File: src/hdl/jobf_pkg.sv
// Package with the character codes and byte classification shared by the object framer.
package jobf_pkg;

    localparam logic [7:0] CH_OPEN   = 8'h7B;
    localparam logic [7:0] CH_CLOSE  = 8'h7D;
    localparam logic [7:0] CH_QUOTE  = 8'h22;
    localparam logic [7:0] CH_BSLASH = 8'h5C;

    typedef struct packed {
        logic is_open;
        logic is_close;
        logic is_quote;
        logic is_bslash;
    } t_byte_class;

    function automatic t_byte_class classify_byte(input logic [7:0] b);
        t_byte_class c;
        c.is_open   = (b == CH_OPEN);
        c.is_close  = (b == CH_CLOSE);
        c.is_quote  = (b == CH_QUOTE);
        c.is_bslash = (b == CH_BSLASH);
        return c;
    endfunction

endpackage

File: src/hdl/jobf_if.sv
// Valid/ready request channels for the object framer's byte input and result output.
interface jobf_in_if;
    logic       valid;
    logic       ready;
    logic [7:0] data_byte;

    modport source (output valid, output data_byte, input ready);
    modport sink (input valid, input data_byte, output ready);
endinterface

interface jobf_out_if #(
    parameter int START_W = 10,
    parameter int LEN_W   = 11
);
    logic               valid;
    logic               ready;
    logic [START_W-1:0] obj_start;
    logic [LEN_W-1:0]   obj_len;
    logic               saturated;

    modport source (output valid, output obj_start, output obj_len, output saturated,
                    input ready);
    modport sink (input valid, input obj_start, input obj_len, input saturated,
                  output ready);
endinterface

File: src/hdl/jobf_tracker.sv
// Brace, quote and escape tracker that holds the framing state and detects object ends.
module jobf_tracker
    import jobf_pkg::*;
#(
    parameter int WINDOW_BYTES = 1024,
    parameter int MAX_DEPTH    = 255,
    parameter int POS_W        = 10,
    parameter int LEN_W        = 11
) (
    input  logic              i_clk,
    input  logic              i_rst_n,
    input  logic              i_step,
    input  t_byte_class       i_class,
    output logic              o_emit,
    output logic [POS_W-1:0]  o_start,
    output logic [LEN_W-1:0]  o_len,
    output logic              o_sat
);

    localparam int DEPTH_W = $clog2(MAX_DEPTH + 1);

    logic               r_hunting;
    logic [DEPTH_W-1:0] r_depth;
    logic               r_quotes;
    logic               r_escape;
    logic [LEN_W-1:0]   r_pos;
    logic [POS_W-1:0]   r_open_off;
    logic               r_sat;

    logic               n_hunting;
    logic [DEPTH_W-1:0] n_depth;
    logic               n_quotes;
    logic               n_escape;
    logic [LEN_W-1:0]   n_pos;
    logic [POS_W-1:0]   n_open_off;
    logic               n_sat;

    logic               pos_over;
    logic [POS_W-1:0]   off;
    logic               sat_now;
    logic [DEPTH_W-1:0] depth_dec;
    logic               emit;

    always_comb begin
        pos_over  = (r_pos > LEN_W'(WINDOW_BYTES - 1));
        off       = pos_over ? POS_W'(WINDOW_BYTES - 1) : r_pos[POS_W-1:0];
        sat_now   = r_sat | pos_over;
        depth_dec = (r_depth != '0) ? r_depth - DEPTH_W'(1) : r_depth;

        n_hunting  = r_hunting;
        n_depth    = r_depth;
        n_quotes   = r_quotes;
        n_escape   = r_escape;
        n_pos      = LEN_W'(off) + LEN_W'(1);
        n_open_off = r_open_off;
        n_sat      = sat_now;
        emit       = 1'b0;

        if (r_hunting) begin
            if (i_class.is_open) begin
                n_hunting  = 1'b0;
                n_depth    = DEPTH_W'(1);
                n_quotes   = 1'b0;
                n_escape   = 1'b0;
                n_open_off = off;
            end
        end else if (r_escape) begin
            n_escape = 1'b0;
        end else if (i_class.is_bslash) begin
            n_escape = 1'b1;
        end else if (i_class.is_quote) begin
            n_quotes = ~r_quotes;
        end else if (r_quotes) begin
            n_quotes = r_quotes;
        end else if (i_class.is_open) begin
            if (r_depth >= DEPTH_W'(MAX_DEPTH)) begin
                n_sat = 1'b1;
            end else begin
                n_depth = r_depth + DEPTH_W'(1);
            end
        end else if (i_class.is_close) begin
            if (depth_dec == '0) begin
                emit       = 1'b1;
                n_hunting  = 1'b1;
                n_depth    = '0;
                n_quotes   = 1'b0;
                n_escape   = 1'b0;
                n_pos      = '0;
                n_open_off = '0;
                n_sat      = 1'b0;
            end else begin
                n_depth = depth_dec;
            end
        end
    end

    always_ff @(posedge i_clk) begin
        if (!i_rst_n) begin
            r_hunting  <= 1'b1;
            r_depth    <= '0;
            r_quotes   <= 1'b0;
            r_escape   <= 1'b0;
            r_pos      <= '0;
            r_open_off <= '0;
            r_sat      <= 1'b0;
        end else if (i_step) begin
            r_hunting  <= n_hunting;
            r_depth    <= n_depth;
            r_quotes   <= n_quotes;
            r_escape   <= n_escape;
            r_pos      <= n_pos;
            r_open_off <= n_open_off;
            r_sat      <= n_sat;
        end
    end

    assign o_emit  = i_step & emit;
    assign o_start = r_open_off;
    assign o_len   = LEN_W'(off) - LEN_W'(r_open_off) + LEN_W'(1);
    assign o_sat   = sat_now;

    a_hunt_depth_zero: assert property (@(posedge i_clk) disable iff (!i_rst_n)
        r_hunting |-> (r_depth == '0))
        else $error("Depth is nonzero while hunting.");

    a_depth_capped: assert property (@(posedge i_clk) disable iff (!i_rst_n)
        r_depth <= DEPTH_W'(MAX_DEPTH))
        else $error("Brace depth went past its limit.");

    a_pos_capped: assert property (@(posedge i_clk) disable iff (!i_rst_n)
        r_pos <= LEN_W'(WINDOW_BYTES))
        else $error("Byte position went past the window size.");

    a_emit_rehunt: assert property (@(posedge i_clk) disable iff (!i_rst_n)
        o_emit |=> (r_hunting && r_pos == '0 && !r_sat))
        else $error("State was not cleared after an object closed.");

    a_emit_in_object: assert property (@(posedge i_clk) disable iff (!i_rst_n)
        o_emit |-> (!r_hunting && !r_quotes && !r_escape && i_class.is_close))
        else $error("Object end seen outside a closing brace in an open object.");

endmodule

File: src/hdl/json_object_boundary_finder.sv
// Top level of the JSON object framer: input register, framing tracker and result register.
// One byte is accepted per cycle while no result waits unaccepted. A registered byte is
// classified and run through the brace, quote and escape tracker once the tracker may
// advance, and a closing brace that brings the depth back to zero loads a result register,
// so a result is valid after the byte that ends the object has passed the input register
// and the tracker. While a result waits the tracker holds, and the byte input stalls as
// soon as its register holds a byte. Offsets count from the first byte after the previous
// object; position and depth stop at their limits and set the next result's saturated flag.
module json_object_boundary_finder
    import jobf_pkg::*;
#(
    parameter int WINDOW_BYTES = 1024,
    parameter int MAX_DEPTH    = 255
) (
    input  logic   i_clk,
    input  logic   i_rst_n,
    jobf_in_if.sink  i_in,
    jobf_out_if.source o_out
);

    localparam int POS_W = $clog2(WINDOW_BYTES);
    localparam int LEN_W = $clog2(WINDOW_BYTES + 1);

    logic             r_in_valid;
    logic [7:0]       r_in_byte;
    logic             r_out_valid;
    logic [POS_W-1:0] r_out_start;
    logic [LEN_W-1:0] r_out_len;
    logic             r_out_sat;

    logic             advance;
    logic             step;
    logic             emit;
    logic [POS_W-1:0] start;
    logic [LEN_W-1:0] len;
    logic             sat;
    t_byte_class      byte_class;

    assign advance    = ~r_out_valid | o_out.ready;
    assign step       = r_in_valid & advance;
    assign i_in.ready = ~r_in_valid | advance;
    assign byte_class = classify_byte(r_in_byte);

    jobf_tracker #(
        .WINDOW_BYTES (WINDOW_BYTES),
        .MAX_DEPTH    (MAX_DEPTH),
        .POS_W        (POS_W),
        .LEN_W        (LEN_W)
    ) u_tracker (
        .i_clk   (i_clk),
        .i_rst_n (i_rst_n),
        .i_step  (step),
        .i_class (byte_class),
        .o_emit  (emit),
        .o_start (start),
        .o_len   (len),
        .o_sat   (sat)
    );

    always_ff @(posedge i_clk) begin
        if (!i_rst_n) begin
            r_in_valid <= 1'b0;
        end else if (i_in.ready) begin
            r_in_valid <= i_in.valid;
        end
    end

    always_ff @(posedge i_clk) begin
        if (i_in.ready && i_in.valid) begin
            r_in_byte <= i_in.data_byte;
        end
    end

    always_ff @(posedge i_clk) begin
        if (!i_rst_n) begin
            r_out_valid <= 1'b0;
        end else if (advance) begin
            r_out_valid <= emit;
        end
    end

    always_ff @(posedge i_clk) begin
        if (emit) begin
            r_out_start <= start;
            r_out_len   <= len;
            r_out_sat   <= sat;
        end
    end

    assign o_out.valid     = r_out_valid;
    assign o_out.obj_start = r_out_start;
    assign o_out.obj_len   = r_out_len;
    assign o_out.saturated = r_out_sat;

endmodule
File: src/flat_wrapper.sv
// flat-port wrapper written by rule: the top's interface ports become plain ports
module json_object_boundary_finder_flat import jobf_pkg::*;
#(
    parameter int WINDOW_BYTES = 1024,
    parameter int MAX_DEPTH    = 255
)
  (i_clk, i_rst_n, i_in_valid, i_in_data_byte, i_in_ready, o_out_valid, o_out_obj_start, o_out_obj_len, o_out_saturated, o_out_ready);
  jobf_in_if i_in_i ();
  jobf_out_if o_out_i ();
  input  logic i_clk;
  input  logic i_rst_n;
  input wire logic [$bits(i_in_i.valid)-1:0] i_in_valid;
  input wire logic [$bits(i_in_i.data_byte)-1:0] i_in_data_byte;
  output wire logic [$bits(i_in_i.ready)-1:0] i_in_ready;
  output wire logic [$bits(o_out_i.valid)-1:0] o_out_valid;
  output wire logic [$bits(o_out_i.obj_start)-1:0] o_out_obj_start;
  output wire logic [$bits(o_out_i.obj_len)-1:0] o_out_obj_len;
  output wire logic [$bits(o_out_i.saturated)-1:0] o_out_saturated;
  input wire logic [$bits(o_out_i.ready)-1:0] o_out_ready;
  assign i_in_i.valid = i_in_valid;
  assign i_in_i.data_byte = i_in_data_byte;
  assign i_in_ready = i_in_i.ready;
  assign o_out_valid = o_out_i.valid;
  assign o_out_obj_start = o_out_i.obj_start;
  assign o_out_obj_len = o_out_i.obj_len;
  assign o_out_saturated = o_out_i.saturated;
  assign o_out_i.ready = o_out_ready;
  json_object_boundary_finder #(.WINDOW_BYTES(WINDOW_BYTES), .MAX_DEPTH(MAX_DEPTH)) u_core (.i_clk(i_clk), .i_rst_n(i_rst_n), .i_in(i_in_i), .o_out(o_out_i));
endmodule
File: config.mk
export PLATFORM = sky130hd
export DESIGN_NAME = json_object_boundary_finder_flat
export DESIGN_NICKNAME = d
export VERILOG_FILES = /design/src/hdl/jobf_pkg.sv /design/src/hdl/jobf_if.sv /design/src/hdl/jobf_tracker.sv /design/src/hdl/json_object_boundary_finder.sv /design/src/flat_wrapper.sv
export SDC_FILE = /design/constraint.sdc
export NUM_CORES = 1
export LEC_CHECK = 0
export BUFFER_PORTS_ARGS = -buffer_cell sky130_fd_sc_hd__buf_2
export CAP_MARGIN = 20
export CELL_PAD_IN_SITES_DETAIL_PLACEMENT = 0
export CELL_PAD_IN_SITES_GLOBAL_PLACEMENT = 1
export CORE_ASPECT_RATIO = 1.25
export CORE_UTILIZATION = 46
export CTS_BUF_LIST = sky130_fd_sc_hd__clkbuf_8 sky130_fd_sc_hd__clkbuf_16
export CTS_CLUSTER_SIZE = 10
export DETAILED_ROUTE_END_ITERATION = 8
export PLACE_DENSITY = 0.91
export SLEW_MARGIN = 20
export SYNTH_ARGS = -nofsm -noshare
export SYNTH_HDL_FRONTEND = slang
export SYNTH_SLANG_ARGS = --single-unit
File: constraint.sdc
create_clock -name i_clk -period 4.15 [get_ports i_clk]
set_input_delay 0.83 -clock i_clk [delete_from_list [all_inputs] [get_ports i_clk]]
set_output_delay 0.83 -clock i_clk [all_outputs]
set_load 0.02 [all_outputs]
==> flow_summary_export.csv <==
group,metric,value,unit
outcome,status,"completed",
sta,rsz0062_at_grt,"false",
die,die_y,101,µm
die,row_count,35,
clocking,h-tree-depth,3,
clocking,cts_setup_buffers,0,
detailed_routing,drc_errors,0,
layout,drive_above_1_share,0.172,
worst_setup_path,worstPathRequired,4240,ps
place,gp_congestion,0.936,
worst_setup_path,end_kind,"flip-flop",
place,io_buffers,35,
clocking,cts.clk_slew.worst_paths,70,ps
sta,fmax,315,MHz
yosys,synth_edf_count,30,
worst_setup_path,cp-start-kind,"flip-flop",
die,core_area,0.00744,mm²
yosys,yosysSeqAreaShare,0.446,
clocking,cts_resized,0,
global_route,track_usage,0.192,
layout,n_antenna_cell,0,
sta,drv_slew,0,
die,start_util,0.482,
clocking,cts_buffers,9,
place,place_ws,997,ps
worst_setup_path,arrival,3270,ps
clocking,cts_tree,"done",
yosys,ys_ff_latch,65,
yosys,synth_nets,406,
worst_setup_path,reg2reg_setup_slack,970,ps
global_route,grt_pass1_vias,2671,
die,floorplan.die_area,0.00817,mm²
detailed_routing,wl_per_cell,13.9,µm
power_and_ir_drop,ir_worst_vdd,0.183,mV
yosys,yosysWarningCount,0,
sta,fin_ws,972,ps
clocking,numClockSinks,65,
die,fp.dieW,81.0,µm
layout,fillerInstances,688,
detailed_routing,drtIter0Drc,81,
place,place_hpwl,4.95,mm
min_path,min_from,"u_core.u_tracker.o_start[3]",
clocking,clock_latency,340,ps
global_route,antenna_found_initial,0,
clocking,cts_hold_buf,0,
yosys,ys_async_sr_fraction,0,
min_path,hold-path-endpoint,"u_core.o_out.obj_start[3]",
global_route,grt_max_degree,28,
min_path,hold_class,"reg2reg",
sta,worstMarginPinSlew,617,ps
layout,layout.nets,436,
sta,maxSlewHeadroom,0.588,
detailed_routing,first_pass_iters,4,
sta,hold_viol_final,0,
detailed_routing,postRouteWirelength,6.93,mm
yosys,synth_cell_types,67,
clocking,cts_buffer_depth,2,
die,ioPinCount,36,
detailed_routing,dr_total_vias,2826,
sta,final-setup-viol-count,0,
worst_setup_path,cp_max_fo,17,
yosys,ys.flop_type,"dfxtp_1",
sta,period_share,0.766,
global_route,overflow,0,
sta,min_period,3180,ps
run,cap_violations,0,
layout,area_growth,12.7,%
power_and_ir_drop,total_power,1360,µW
yosys,synth_top_area_frac,0.251,
sta,setup_tns,0,ps
yosys,synth_commonest_cells,"39 x nor2_1, 35 x dfxtp_1, 30 x edfxtp_1, 24 x a21oi_1, 23 x nand2_1",
worst_setup_path,r2r_end,"u_core.o_out.obj_len[10]",
power_and_ir_drop,p_per_area,335,mW/mm²
yosys,syn_area,0.00359,mm²
worst_setup_path,reg2reg_depth,11,
power_and_ir_drop,leakage,0.00154,µW
worst_setup_path,path_class,"reg2reg",
sta,skew,5.80,ps
detailed_routing,vias_per_cell,5.66,
clocking,cts_root_buffer,"clkbuf_8",
yosys,synth_top_area_cell,"edfxtp_1",
yosys,synth.most_common_cell,"nor2_1",
worst_setup_path,reg2reg_from,"u_core.u_tracker.r_pos[10]",
min_path,hold_depth,0,
yosys,synth_area_leaders,"edfxtp_1 25%, dfxtp_1 20%, ha_1 7.3%",
global_route,grt_pass1_wl,12.0,mm
sta,whs,470,ps
detailed_routing,ant_nets,0,
yosys,synthCells,372,
yosys,avgSynthCellArea,9.65,µm²
==> cell type report <==
| type | count | area (µm²) | share of cell area |
|---|---|---|---|
| Clock buffer | 9 | 124 | 0.0306 |
| Clock inverter | 7 | 95.1 | 0.0235 |
| Inverter | 21 | 78.8 | 0.0195 |
| Multi-Input combinational cell | 267 | 1830 | 0.453 |
| Sequential cell | 65 | 1600 | 0.396 |
| Tap cell | 92 | 115 | 0.0284 |
| Timing Repair Buffer | 38 | 198 | 0.0489 |
==> how the worst max path moves through the flow <==
stage	start	to	slack (ps)	cells past startpoint
after floorplan	u_core.u_tracker.r_depth[1]	u_core.u_tracker.r_pos[10]	1050	10
after global placement	u_core.u_tracker.r_pos[10]	u_core.o_out.obj_len[10]	1060	11
after detailed placement	u_core.u_tracker.r_pos[10]	u_core.o_out.obj_len[10]	1000	11
after CTS	u_core.u_tracker.r_pos[10]	u_core.o_out.obj_len[10]	960	11
after global routing	u_core.u_tracker.r_pos[10]	u_core.o_out.obj_len[10]	840	11
final	u_core.u_tracker.r_pos[10]	u_core.o_out.obj_len[10]	970	11
==> registers in the layout, indices dropped and copies added (netlist names), 8 cells and up <==
name                      count
u_core.o_out.obj_start       10
u_core.o_out.obj_len         11
u_core.r_in_byte              8
u_core.u_tracker.r_depth      8
u_core.u_tracker.r_pos       11
u_core.u_tracker.o_start     10
==> per-stage QoR <==
step	area, µm²	std cells	utilization
finish	4050	499	0.544
global route	4050	499	0.544
CTS	4050	499	0.544
detailed placement	3830	483	0.514
global placement	3830	483	0.514
floorplan	3590	372	-
==> where the power goes <==
| group | internal, µW | leakage, µW | switching [µW] |
|---|---|---|---|
| Combinational | 34.9 | 0.000887 | 44.4 |
| Clock | 337 | 0.0000991 | 251 |
| Sequential | 680 | 0.000549 | 7.48 |
| Total | 1050 | 0.00154 | 303 |
==> placed cells by master, fill, tap and decap left out, drive strengths merged, types with 3 or more instances in the layout <==
master	count
a211oi	3
a21oi	24
a311oi	3
a31oi	3
a32o	3
and2	4
and3	3
buf	38
clkbuf	9
clkinvlp	3
dfxtp	35
edfxtp	30
ha	21
inv	21
mux2i	3
nand2	23
nand2b	8
nand3	16
nand4	3
nor2	40
nor2b	11
nor3	13
nor4b	3
o21ai	14
o2bb2ai	10
or2	3
or3	6
or4b	3
xnor2	8
xor2	4
==> routing by layer <==
layer | vias up | routed length (µm) | track usage
met5 | - | 0 | 0
met4 | 0 | 197 | 0.110
met3 | 21 | 250 | 0.0308
met2 | 75 | 3380 | 0.331
met1 | 1302 | 3100 | 0.222
li1 | 1428 | - | -
==> critical path, stage by stage (launching register included) <==
cell and delay (ps):
dfxtp_1 660, nor2_1 130, inv_1 80, ha_1 270, ha_1 300, a21o_1 180
a21oi_1 240, o21ai_1 130, or4_1 450, a41o_1 250, a21oi_1 170, xor2_1 80
==> cells by family (layout without fill, tap and decap cells) <==
| logic type | after synthesis | after routing | share of synthesized area |
|---|---|---|---|
| adder cells (fa/ha/maj) | 22 | 22 | 0.0787 |
| flip-flops | 65 | 65 | 0.446 |
| buffers and inverters | 40 | 75 | 0.0449 |
| AO/OA/AOI/OAI | 82 | 82 | 0.165 |
| AND/OR/NAND/NOR | 148 | 148 | 0.228 |
| XOR/XNOR | 12 | 12 | 0.0293 |
| multiplexers | 3 | 3 | 0.00836 |
(Power assumes the default switching activity.)
